==> config.mk <==
export PLATFORM = sky130hd
export DESIGN_NAME = at_response_line_classifier_top
export DESIGN_NICKNAME = d
export VERILOG_FILES = /design/src/sv/arlc_pkg.sv /design/src/sv/arlc_ctrl.sv /design/src/sv/arlc_datapath.sv /design/src/sv/at_response_line_classifier_top.sv
export SDC_FILE = /design/constraint.sdc
export NUM_CORES = 1
export LEC_CHECK = 0
export ABC_CLOCK_PERIOD_IN_PS = 3400
export BUFFER_PORTS_ARGS = -buffer_cell sky130_fd_sc_hd__buf_2
export CORE_MARGIN = 1.5
export CORE_UTILIZATION = 40
export CTS_CLUSTER_DIAMETER = 50
export DETAILED_ROUTE_END_ITERATION = 12
export PLACE_DENSITY = 0.6
export SYNTH_ARGS = -nofsm -noshare
export SYNTH_HDL_FRONTEND = slang
export SYNTH_SLANG_ARGS = --single-unit
==> constraint.sdc <==
create_clock -name clock -period 3.4 [get_ports clock]
set_clock_uncertainty 0.1 [all_clocks]
set_input_delay 0.34 -clock clock [delete_from_list [all_inputs] [get_ports clock]]
set_output_delay 0.34 -clock clock [all_outputs]
set_load 0.01 [all_outputs]
==> src/sv/arlc_pkg.sv <==
// ----------------------------------------------------------------------------
// AT response line classifier package
// Shared widths, character codes, event codes and controller types.
// ----------------------------------------------------------------------------
`timescale 1ns / 1ps
`default_nettype none

package arlc_pkg;

   localparam int LINE_BYTES_DEFAULT = 64;

   localparam int CNT_W  = 7;
   localparam int BYTE_W = 8;
   localparam int EV_W   = 3;

   localparam logic [BYTE_W-1:0] CHAR_LF    = 8'h0A;
   localparam logic [BYTE_W-1:0] CHAR_CR    = 8'h0D;
   localparam logic [BYTE_W-1:0] CHAR_O     = 8'h4F;
   localparam logic [BYTE_W-1:0] CHAR_K     = 8'h4B;
   localparam logic [BYTE_W-1:0] CHAR_E     = 8'h45;
   localparam logic [BYTE_W-1:0] CHAR_R     = 8'h52;
   localparam logic [BYTE_W-1:0] CHAR_GT    = 8'h3E;
   localparam logic [BYTE_W-1:0] CHAR_SPACE = 8'h20;

   localparam logic [EV_W-1:0] EV_NONE    = 3'd0;
   localparam logic [EV_W-1:0] EV_OK      = 3'd1;
   localparam logic [EV_W-1:0] EV_ERROR   = 3'd2;
   localparam logic [EV_W-1:0] EV_PROMPT  = 3'd3;
   localparam logic [EV_W-1:0] EV_LINE    = 3'd4;
   localparam logic [EV_W-1:0] EV_CAPTURE = 3'd5;

   localparam logic [CNT_W-1:0] LEN_OK     = 7'd3;
   localparam logic [CNT_W-1:0] LEN_ERROR  = 7'd6;
   localparam logic [CNT_W-1:0] LEN_PROMPT = 7'd2;

   typedef enum logic [1:0] {
      ST_IDLE,
      ST_READ,
      ST_EMIT
   } arlc_state_type;

   typedef struct packed {
      logic take;
      logic rd;
      logic emit;
   } arlc_cmd_type;

   typedef struct packed {
      logic stream_start;
      logic out_free;
      logic emit_last;
   } arlc_sts_type;

endpackage

`default_nettype wire

==> src/sv/arlc_ctrl.sv <==
// ----------------------------------------------------------------------------
// AT response line classifier controller
// Sequences acceptance of transactions and the byte-by-byte line stream.
// ----------------------------------------------------------------------------
`timescale 1ns / 1ps
`default_nettype none

module arlc_ctrl (
   input  wire                   clock,
   input  wire                   reset,
   input  wire                   req_valid,
   output logic                  req_ready,
   input  arlc_pkg::arlc_sts_type sts,
   output arlc_pkg::arlc_cmd_type cmd
);

   arlc_pkg::arlc_state_type state_ff, state_in;

   always_ff @(posedge clock) begin
      if (reset) begin
         state_ff <= arlc_pkg::ST_IDLE;
      end else begin
         state_ff <= state_in;
      end
   end

   always_comb begin
      state_in  = state_ff;
      cmd       = '0;
      req_ready = 1'b0;
      unique case (state_ff)
         arlc_pkg::ST_IDLE: begin
            req_ready = sts.out_free;
            cmd.take  = req_valid && sts.out_free;
            if (cmd.take && sts.stream_start) begin
               state_in = arlc_pkg::ST_READ;
            end
         end
         arlc_pkg::ST_READ: begin
            cmd.rd   = 1'b1;
            state_in = arlc_pkg::ST_EMIT;
         end
         arlc_pkg::ST_EMIT: begin
            if (sts.out_free) begin
               cmd.emit = 1'b1;
               state_in = sts.emit_last ? arlc_pkg::ST_IDLE : arlc_pkg::ST_READ;
            end
         end
         default: begin
            state_in = arlc_pkg::ST_IDLE;
         end
      endcase
   end

   a_last_returns_idle: assert property (@(posedge clock) disable iff (reset)
      cmd.emit && sts.emit_last |=> state_ff == arlc_pkg::ST_IDLE)
      else $error("stream did not end after its last byte");

   a_emit_follows_read: assert property (@(posedge clock) disable iff (reset)
      cmd.rd |=> state_ff == arlc_pkg::ST_EMIT)
      else $error("memory read not followed by emit state");

   a_ready_only_idle: assert property (@(posedge clock) disable iff (reset)
      req_ready |-> state_ff == arlc_pkg::ST_IDLE)
      else $error("request accepted outside idle state");

endmodule

`default_nettype wire

==> src/sv/arlc_datapath.sv <==
// ----------------------------------------------------------------------------
// AT response line classifier datapath
// Line store, header shadow bytes, classification and the result register.
// ----------------------------------------------------------------------------
`timescale 1ns / 1ps
`default_nettype none

module arlc_datapath #(
   parameter int LINE_BYTES = arlc_pkg::LINE_BYTES_DEFAULT
) (
   input  wire                                 clock,
   input  wire                                 reset,
   input  arlc_pkg::arlc_cmd_type              cmd,
   output arlc_pkg::arlc_sts_type              sts,
   input  wire                                 req_command,
   input  wire  [arlc_pkg::BYTE_W-1:0]         req_rx_byte,
   input  wire                                 req_parity_error,
   input  wire  [arlc_pkg::CNT_W-1:0]          req_capture_length,
   output logic                                rsp_valid,
   input  wire                                 rsp_ready,
   output logic [arlc_pkg::EV_W-1:0]           rsp_event_res,
   output logic [arlc_pkg::BYTE_W-1:0]         rsp_line_byte,
   output logic [arlc_pkg::CNT_W-1:0]          rsp_line_length,
   output logic                                rsp_last
);

   localparam int AW     = $clog2(LINE_BYTES);
   localparam int CNT_W  = arlc_pkg::CNT_W;
   localparam int BYTE_W = arlc_pkg::BYTE_W;
   localparam int HDR_N  = 5;
   localparam logic [CNT_W-1:0] CNT_MAX = CNT_W'(LINE_BYTES);

   logic [BYTE_W-1:0] mem [LINE_BYTES];
   logic [BYTE_W-1:0] rd_data_ff;
   logic [BYTE_W-1:0] hdr_ff [HDR_N];

   logic [CNT_W-1:0]  cnt_ff, cnt_in;
   logic [CNT_W-1:0]  cap_ff, cap_in;
   logic              rsp_valid_ff, rsp_valid_in;
   logic              last_cr_ff;
   logic [CNT_W-1:0]  len_ff;
   logic [CNT_W-1:0]  run_ff;
   logic [CNT_W-1:0]  idx_ff;
   logic              capmode_ff;
   logic              zeroed_ff;

   logic [arlc_pkg::EV_W-1:0] ev_ff;
   logic [BYTE_W-1:0]         byte_ff;
   logic [CNT_W-1:0]          length_ff;
   logic                      last_ff;

   logic              is_byte, eol, is_ok, is_err, is_stream, can_store, is_prompt;
   logic              load_single;
   logic [CNT_W-1:0]  run_in;
   logic [BYTE_W-1:0] stream_byte;
   logic [arlc_pkg::EV_W-1:0] single_ev;
   logic [CNT_W-1:0]  single_len;

   always_comb begin
      is_byte   = !req_command && !req_parity_error;
      eol       = is_byte && (req_rx_byte == arlc_pkg::CHAR_LF) && (cnt_ff != '0)
                  && last_cr_ff;
      is_ok     = eol && (cnt_ff == arlc_pkg::LEN_OK) && (hdr_ff[0] == arlc_pkg::CHAR_O)
                  && (hdr_ff[1] == arlc_pkg::CHAR_K);
      is_err    = eol && (cnt_ff == arlc_pkg::LEN_ERROR)
                  && (hdr_ff[0] == arlc_pkg::CHAR_E) && (hdr_ff[1] == arlc_pkg::CHAR_R)
                  && (hdr_ff[2] == arlc_pkg::CHAR_R) && (hdr_ff[3] == arlc_pkg::CHAR_O)
                  && (hdr_ff[4] == arlc_pkg::CHAR_R);
      is_stream = eol && !is_ok && !is_err && (cnt_ff > CNT_W'(2));
      can_store = is_byte && !eol && (cnt_ff < CNT_MAX);
      is_prompt = can_store && (cnt_ff == CNT_W'(1)) && (hdr_ff[0] == arlc_pkg::CHAR_GT)
                  && (req_rx_byte == arlc_pkg::CHAR_SPACE);

      if (cap_ff == '0) begin
         run_in = cnt_ff;
      end else begin
         run_in = (cap_ff < cnt_ff) ? cap_ff : cnt_ff;
      end

      priority if (is_ok) begin
         single_ev  = arlc_pkg::EV_OK;
         single_len = arlc_pkg::LEN_OK;
      end else if (is_err) begin
         single_ev  = arlc_pkg::EV_ERROR;
         single_len = arlc_pkg::LEN_ERROR;
      end else if (is_prompt) begin
         single_ev  = arlc_pkg::EV_PROMPT;
         single_len = arlc_pkg::LEN_PROMPT;
      end else begin
         single_ev  = arlc_pkg::EV_NONE;
         single_len = '0;
      end

      stream_byte = (capmode_ff && zeroed_ff) ? '0 : rd_data_ff;
      load_single = cmd.take && !is_stream;

      sts.stream_start = is_stream;
      sts.out_free     = !rsp_valid_ff || rsp_ready;
      sts.emit_last    = (idx_ff + CNT_W'(1)) == run_ff;
   end

   always_comb begin
      cnt_in       = cnt_ff;
      cap_in       = cap_ff;
      rsp_valid_in = rsp_valid_ff;
      if (cmd.take) begin
         if (req_command) begin
            cap_in = req_capture_length;
         end
         if (eol || is_prompt) begin
            cnt_in = '0;
         end else if (can_store) begin
            cnt_in = cnt_ff + CNT_W'(1);
         end
         if (is_stream) begin
            cap_in = '0;
         end
      end
      if (load_single || cmd.emit) begin
         rsp_valid_in = 1'b1;
      end else if (rsp_ready) begin
         rsp_valid_in = 1'b0;
      end
   end

   always_ff @(posedge clock) begin
      if (reset) begin
         cnt_ff       <= '0;
         cap_ff       <= '0;
         rsp_valid_ff <= 1'b0;
      end else begin
         cnt_ff       <= cnt_in;
         cap_ff       <= cap_in;
         rsp_valid_ff <= rsp_valid_in;
      end
   end

   always_ff @(posedge clock) begin
      if (cmd.take && can_store) begin
         mem[cnt_ff[AW-1:0]] <= req_rx_byte;
      end
      if (cmd.rd) begin
         rd_data_ff <= mem[idx_ff[AW-1:0]];
      end
   end

   always_ff @(posedge clock) begin
      if (cmd.take && can_store) begin
         last_cr_ff <= req_rx_byte == arlc_pkg::CHAR_CR;
         for (int k = 0; k < HDR_N; k++) begin
            if (cnt_ff == CNT_W'(k)) begin
               hdr_ff[k] <= req_rx_byte;
            end
         end
      end
      if (cmd.take && is_stream) begin
         len_ff     <= cnt_ff;
         run_ff     <= run_in;
         capmode_ff <= cap_ff != '0;
         idx_ff     <= '0;
         zeroed_ff  <= 1'b0;
      end
      if (cmd.emit) begin
         idx_ff <= idx_ff + CNT_W'(1);
         if (stream_byte == '0) begin
            zeroed_ff <= 1'b1;
         end
      end
      if (load_single) begin
         ev_ff     <= single_ev;
         byte_ff   <= '0;
         length_ff <= single_len;
         last_ff   <= 1'b1;
      end else if (cmd.emit) begin
         ev_ff     <= capmode_ff ? arlc_pkg::EV_CAPTURE : arlc_pkg::EV_LINE;
         byte_ff   <= stream_byte;
         length_ff <= len_ff;
         last_ff   <= sts.emit_last;
      end
   end

   assign rsp_valid       = rsp_valid_ff;
   assign rsp_event_res   = ev_ff;
   assign rsp_line_byte   = byte_ff;
   assign rsp_line_length = length_ff;
   assign rsp_last        = last_ff;

   a_cnt_bound: assert property (@(posedge clock) disable iff (reset)
      cnt_ff <= CNT_MAX)
      else $error("line count beyond store size");

   a_emit_in_run: assert property (@(posedge clock) disable iff (reset)
      cmd.emit |-> idx_ff < run_ff)
      else $error("stream index past run length");

   a_run_fits_line: assert property (@(posedge clock) disable iff (reset)
      cmd.emit |-> run_ff <= len_ff && len_ff <= CNT_MAX)
      else $error("run longer than stored line");

   a_no_load_over_held: assert property (@(posedge clock) disable iff (reset)
      (load_single || cmd.emit) |-> (!rsp_valid_ff || rsp_ready))
      else $error("result register overwritten while held");

endmodule

`default_nettype wire

==> src/sv/at_response_line_classifier_top.sv <==
// ----------------------------------------------------------------------------
// AT response line classifier top level
// Sorts modem receive bytes into ok, error, prompt, line and capture events.
// ----------------------------------------------------------------------------
// Request channel (req_): one transaction carries a received byte with its
// parity flag, or an arm-capture command with a length. Response channel
// (rsp_): one transaction per result; rsp_last marks the final result that a
// request causes. Both channels use valid/ready.
// A request that gives one result (none, ok, error, prompt) is accepted and
// its result is registered for the next cycle, so such requests flow at
// one per cycle while rsp_ready stays high.
// A line end on a stored line longer than two bytes that is not ok or error
// streams the line (in capture mode, only the armed run): each byte is read
// from the single read port of the line store, then loaded into the result
// register; req_ready stays low until the last byte is loaded.
// When rsp_ready is low, a held result blocks new requests and stalls the
// stream in place. Reset empties the line, disarms capture and drops any
// pending result; the line store itself is not cleared.
// ----------------------------------------------------------------------------
`timescale 1ns / 1ps
`default_nettype none

module at_response_line_classifier_top #(
   parameter int LINE_BYTES = arlc_pkg::LINE_BYTES_DEFAULT
) (
   input  wire                          clock,
   input  wire                          reset,
   input  wire                          req_valid,
   output logic                         req_ready,
   input  wire                          req_command,
   input  wire  [arlc_pkg::BYTE_W-1:0]  req_rx_byte,
   input  wire                          req_parity_error,
   input  wire  [arlc_pkg::CNT_W-1:0]   req_capture_length,
   output logic                         rsp_valid,
   input  wire                          rsp_ready,
   output logic [arlc_pkg::EV_W-1:0]    rsp_event_res,
   output logic [arlc_pkg::BYTE_W-1:0]  rsp_line_byte,
   output logic [arlc_pkg::CNT_W-1:0]   rsp_line_length,
   output logic                         rsp_last
);

   arlc_pkg::arlc_cmd_type cmd;
   arlc_pkg::arlc_sts_type sts;

   arlc_ctrl u_ctrl (
      .clock     (clock),
      .reset     (reset),
      .req_valid (req_valid),
      .req_ready (req_ready),
      .sts       (sts),
      .cmd       (cmd)
   );

   arlc_datapath #(
      .LINE_BYTES (LINE_BYTES)
   ) u_datapath (
      .clock              (clock),
      .reset              (reset),
      .cmd                (cmd),
      .sts                (sts),
      .req_command        (req_command),
      .req_rx_byte        (req_rx_byte),
      .req_parity_error   (req_parity_error),
      .req_capture_length (req_capture_length),
      .rsp_valid          (rsp_valid),
      .rsp_ready          (rsp_ready),
      .rsp_event_res      (rsp_event_res),
      .rsp_line_byte      (rsp_line_byte),
      .rsp_line_length    (rsp_line_length),
      .rsp_last           (rsp_last)
   );

endmodule

`default_nettype wire

### Yosys cells after proc, flatten, opt, wreduce, memory -nomap -nowiden

Memory sizes are Yosys's and may differ from the RTL's. A register that Yosys moved wholly into a read port is not among the register bits.
Cells that the tools add are included.

* add/subtract/negate cells: 2
* magnitude comparators: 3
* equality and inequality tests: 21
* muxes and demuxes: 63
* reductions and logical operators: 55

Operators by type and width (count)
* $mux W7: 12
* $eq A8 B7 Y1 const B: 7
* $mux W8: 5
* $mux W1: 33
* $reduce_or A8 Y1: 4
* $logic_and A1 B1 Y1: 27
* $mux W3: 8
* $eq A8 B4 Y1 const B: 2
* $eq A8 B6 Y1 const B: 2
* $add A7 B1 Y7 const B: 2
* $eq A7 B2 Y1 const B: 2
* $eq A7 B3 Y1 const B: 2
* $logic_not A7 Y1: 2
* $reduce_bool A7 Y1: 2
* $reduce_bool A2 Y1: 5
* $logic_not A8 Y1: 1
* $mux W2: 4
* $eq A7 B1 Y1 const B: 1
* $eq A7 B7 Y1: 1
* $gt A7 B2 Y1 const B: 1
* $logic_not A1 Y1: 7
* $lt A7 B7 Y1: 1
* $lt A7 B7 Y1 const B: 1
* $pmux W2 S3: 1
* 6 further kinds: 11

* flip-flop bits (word level): 60
* bits in writable memories: 552
* input port bits: 21
* logic and storage cells: 160
* memories: 2

Memories
* u_datapath.mem: words 64, bits a word 8, rd ports 1, clocked after Yosys merged registers in 1, wr ports 1, line arlc_datapath.sv:33 `logic [BYTE_W-1:0] mem [LINE_BYTES];`
* u_datapath.hdr_ff: words 5, bits a word 8, rd ports 5, clocked after Yosys merged registers in 0, wr ports 1, line arlc_datapath.sv:35 `logic [BYTE_W-1:0] hdr_ff [HDR_N];`

### Logic depth before layout (Yosys ltp)

* depth in word-level cells: 18
* gate-level depth with buffers: 11

### Cells and area by module

A second synthesis with hierarchy kept.

* cells, all modules: 1219
* area, all modules: 24327.1 um^2

By module, submodules not included
* arlc_datapath: times used 1, cells each 1205, area each 24192.0 um^2, sequential area each 18307.6 um^2
* arlc_ctrl: times used 1, cells each 14, area each 135.1 um^2, sequential area each 40.0 um^2

### Least setup slack after synthesis

OpenSTA, ideal clock, no wires.

* path kind: register to register
* from: register u_datapath.cnt_ff[4]
* to: memory u_datapath.mem[59][0] (enable)
* setup time: 0.371 ns
* arrival: 2.306 ns
* required time: 2.929 ns
* path slack: 0.623 ns
* stages on the path, launching flop included: 8
* path buffers: 1
* period minus slack after synthesis: 2.777 ns
* path through: dfxtp_1 buf_6 or4_4 o2111ai_2 nor2_1 nor3_4 nand3_1 nor2_1

* longest elaborated chain between the ends: 9

RTL lines
* from (decl): line arlc_datapath.sv:37 `logic [CNT_W-1:0] cnt_ff, cnt_in;`
* from (signal assigned): line arlc_datapath.sv:132 `cnt_ff <= cnt_in;`
* parallel branches: the longest is 9 deep, another holds $lt A7 B7 Y1
* to (decl): line arlc_datapath.sv:33

Parallel ways; which one is timed is not known.

### Worst setup path in the final report

* from: register u_datapath.cnt_ff[6]
* to: memory u_datapath.mem[23][7] (enable)

* longest elaborated chain between the ends: 9

RTL lines
* parallel branches: the longest is 5 deep, another holds $lt A7 B7 Y1
* $logic_and A1 B1 Y1 (*): line arlc_datapath.sv:70 `can_store = is_byte && !eol && (cnt_ff < CNT_MAX);`
* $logic_and A1 B1 Y1 (*): line arlc_datapath.sv:139 `if (cmd.take && can_store) begin`
* $mux W1 (*): line arlc_datapath.sv:139
* $mux W1 (implied by the code) (*): line arlc_datapath.sv:140 `mem[cnt_ff[AW-1:0]] <= req_rx_byte;`

Mark *: on every way between the ends.

==> impl_metrics.env <==
export IMPL_status="complete, no violations"
export IMPL_powerDensity_nw_per_um2=558
export IMPL_post_cts_buffers=0
export IMPL_max_stage_delay_ps=590
export IMPL_routabilityCongestion=0.872
export IMPL_path_buf_inv=1
export IMPL_start_util=0.406
export IMPL_ys_warnings_count=0
export IMPL_track_usage=0.185
export IMPL_cts_sinks=620
export IMPL_cp_depth=6
export IMPL_totalWireLength_mm=57.2
export IMPL_drcViolationCount=0
export IMPL_cts_inserted_buffers=66
export IMPL_fillers=5067
export IMPL_grt_pass1_wl_mm=85.3
export IMPL_worst_setup_path_type="reg -> reg"
export IMPL_async_reset_ff_frac=0
export IMPL_grt_use_met2=0.298
export IMPL_r2r_cells=6
export IMPL_place_area_sq_um=26000
export IMPL_power_leakage_nw=8.70
export IMPL_max_clock_freq_mhz=324
export IMPL_peakVddDrop_uv=300
export IMPL_port_buffers=41
export IMPL_rows=90
export IMPL_use_met1=0.252
export IMPL_syn_inst=1319
export IMPL_synth_top_family_by_area="multiplexers"
export IMPL_end_kind="flop"
export IMPL_setup_viol=0
export IMPL_ctsResizeCount=0
export IMPL_h_tree_depth=3
export IMPL_die_y_um=251
export IMPL_syn2layout_area_growth_pct=14.8
export IMPL_die_w_um=251
export IMPL_place_ws_ps=246
export IMPL_dr_pass1_iters=5
export IMPL_drtAntennaViolNets=0
export IMPL_ctsHoldBuffers=8
export IMPL_route_vias_total=12664
export IMPL_top_usage_layer="met2"
export IMPL_synth_compound_area_frac=0.0313
export IMPL_slew_headroom=0.372
export IMPL_synth_ff_type="edfxtp_1"
export IMPL_synthAdderAreaFrac=0.00559
export IMPL_first_global_vias=12942
export IMPL_drtIter0Drc=1234
export IMPL_fin_ws_ps=316
export IMPL_cp_top_family="simple AND/OR/NAND/NOR gates"
export IMPL_grt_max_degree=82
export IMPL_maxCapViolations=0
export IMPL_fin_nets=1458
export IMPL_post_route_min_period_ps=3080
export IMPL_clk_latency_ps=580
export IMPL_yosysSeqAreaShare=0.746
export IMPL_total_power_mw=15.8
export IMPL_post_drt_wl_per_cell_um=25.3
export IMPL_synth_top_area_cell="edfxtp_1"
export IMPL_yosys_area_share_simple=0.0640
export IMPL_use_met3=0.0387
export IMPL_ys_top_cells_by_area="edfxtp_1, mux4_2, dfxtp_1, mux2i_1, nor2_1"
export IMPL_grt_ovfl_total=0
export IMPL_stdcell_count=2259
export IMPL_min_path_type="in -> reg"
export IMPL_hold_violations=0
export IMPL_synthMuxAreaShare=0.133
export IMPL_rsz0062_at_grt="no"
export IMPL_required_ps=3510
export IMPL_via_per_inst=5.61
export IMPL_dp_hpwl_mm=36.4
export IMPL_syn_area_sq_um=24600
export IMPL_syn_nets=1351
export IMPL_crit_path_top_delay_cell="nor2_1"
export IMPL_drive_above_1_share=0.227
export IMPL_core_area_sq_um=60600
export IMPL_placed_cells=2132
export IMPL_pin_count=42
export IMPL_synth_top_area_share=0.724
export IMPL_worstPathMaxFanout=9
export IMPL_cts_tree="built"
export IMPL_final_cell_area_sq_um=28300
export IMPL_holdWs_ps=91.5
export IMPL_yosysMostFrequentCell="edfxtp_1"
export IMPL_clock_tree_buffer_depth=3
export IMPL_path_clk_slew_ps=60
export IMPL_synth_edf_count=593
export IMPL_cp_cell_sequence="nor3_1, nand4_1, nor3_2, nand3_1, buf_12, nor2_1"
export IMPL_ys_ff_latch=620
export IMPL_synthTopCellsByCount="edfxtp_1, mux4_2, nor2_1"
export IMPL_ctsRootBufferMaster="clkbuf_16"
export IMPL_cp_start_kind="flop"
export IMPL_antenna_found_initial=4
export IMPL_worst_slew_pin_slew_ps=943
export IMPL_finalMaxSlewViolations=0
export IMPL_cp_arrival_ps=3190
export IMPL_ys_types=65
export IMPL_syn_avg_cell_area_sq_um=18.7
export IMPL_utilization=0.466
export IMPL_synth_xor_area_frac=0.00641
export IMPL_fin_crit_sh=0.907
export IMPL_dieArea_sq_um=63000
export IMPL_finalSetupTns_ps=0
export IMPL_holdPathStages=2
[final timing paths]
path / start / end / slack [ps]
worst max register to register: u_datapath.cnt_ff[6] / u_datapath.mem[23][7] / 320
worst max-delay path: u_datapath.cnt_ff[6] / u_datapath.mem[23][7] / 320
worst min-delay path: reset / u_ctrl.state_ff[1] / 90
worst min register to register: u_datapath.rsp_line_byte[5] / u_datapath.rsp_line_byte[5] / 360
[cell type report]
cell class | instances | area (sq um) | share of cell area
Inverter | 14 | 52.6 | 0.00186
Sequential cell | 620 | 18300 | 0.649
Clock inverter | 44 | 397 | 0.0140
Clock buffer | 74 | 1750 | 0.0618
Timing Repair Buffer | 103 | 828 | 0.0293
Antenna cell | 1 | 2.50 | 0.0000885
Multi-Input combinational cell | 621 | 5910 | 0.209
Tap cell | 782 | 978 | 0.0346
[flip-flops by register name, indices dropped and copies added, names as in the netlist]
signal                      cells
u_datapath.rsp_line_byte        8
u_datapath.capmode_ff           1
u_datapath.run_ff               7
u_datapath.rsp_line_length      7
u_datapath.rsp_last             1
u_datapath.idx_ff               7
u_datapath.mem                512
u_datapath.hdr_ff              40
u_datapath.cap_ff               7
u_ctrl.state_ff                 2
u_datapath.rd_data_ff           8
u_datapath.rsp_valid            1
u_datapath.cnt_ff               7
u_datapath.zeroed_ff            1
u_datapath.last_cr_ff           1
u_datapath.rsp_event_res        3
u_datapath.len_ff               7
[cells by family (layout without fill, tap and decap cells)]
group	count (synthesis)	in the layout
compound gates	113	113
xor+xnor	18	18
fa+ha+maj	11	11
buf+inv	78	235
flops	620	620
mux	178	178
other cells	0	1
simple gates	301	301
[routing by layer]
layer  up-vias  share of wire  wire length (um)
met5         -              0                 0
met3        82          0.068              3880
met2       459           0.48             27600
met4         0          0.025              1440
met1      6525           0.42             24300
li1       5598              -                 -
[placed cells by master, fill, tap and decap left out, types with 5 or more instances in the layout]
cell type,n
mux2i_1,50
o21ai_0,31
nor4_1,6
buf_4,43
o22ai_1,6
o311ai_1,7
nand4_1,16
clkbuf_16,69
bufinv_16,6
dfxtp_1,27
and2_1,6
clkbuf_1,5
inv_1,13
and3_1,10
or3_1,6
a22oi_1,11
or4b_1,8
nor3_1,11
buf_2,41
a211oi_1,5
xor2_1,8
nor4b_1,5
nand3_1,35
nor2b_1,14
buf_12,11
nand2_1,49
nand3b_1,8
ha_1,11
edfxtp_1,593
clkinv_2,8
a21oi_1,19
nor2_1,100
a221oi_1,12
clkinv_1,18
nand2b_1,7
dlygate4sd3_1,8
xnor2_1,10
mux2_2,10
mux4_2,118
[power breakdown]
group	internal, mW	switching, mW	total [mW]
combinational	0.0783	0.222	0.300
sequential	8.38	0.0182	8.40
clock	4.17	2.91	7.08
total	12.6	3.15	15.8
[worst reg2reg max path: stages, from the launching register on]
cell	delay [ps]
dfxtp_1	410
nor3_1	400
nand4_1	430
nor3_2	390
nand3_1	180
buf_12	190
nor2_1	600
(Power assumes the default switching activity.)
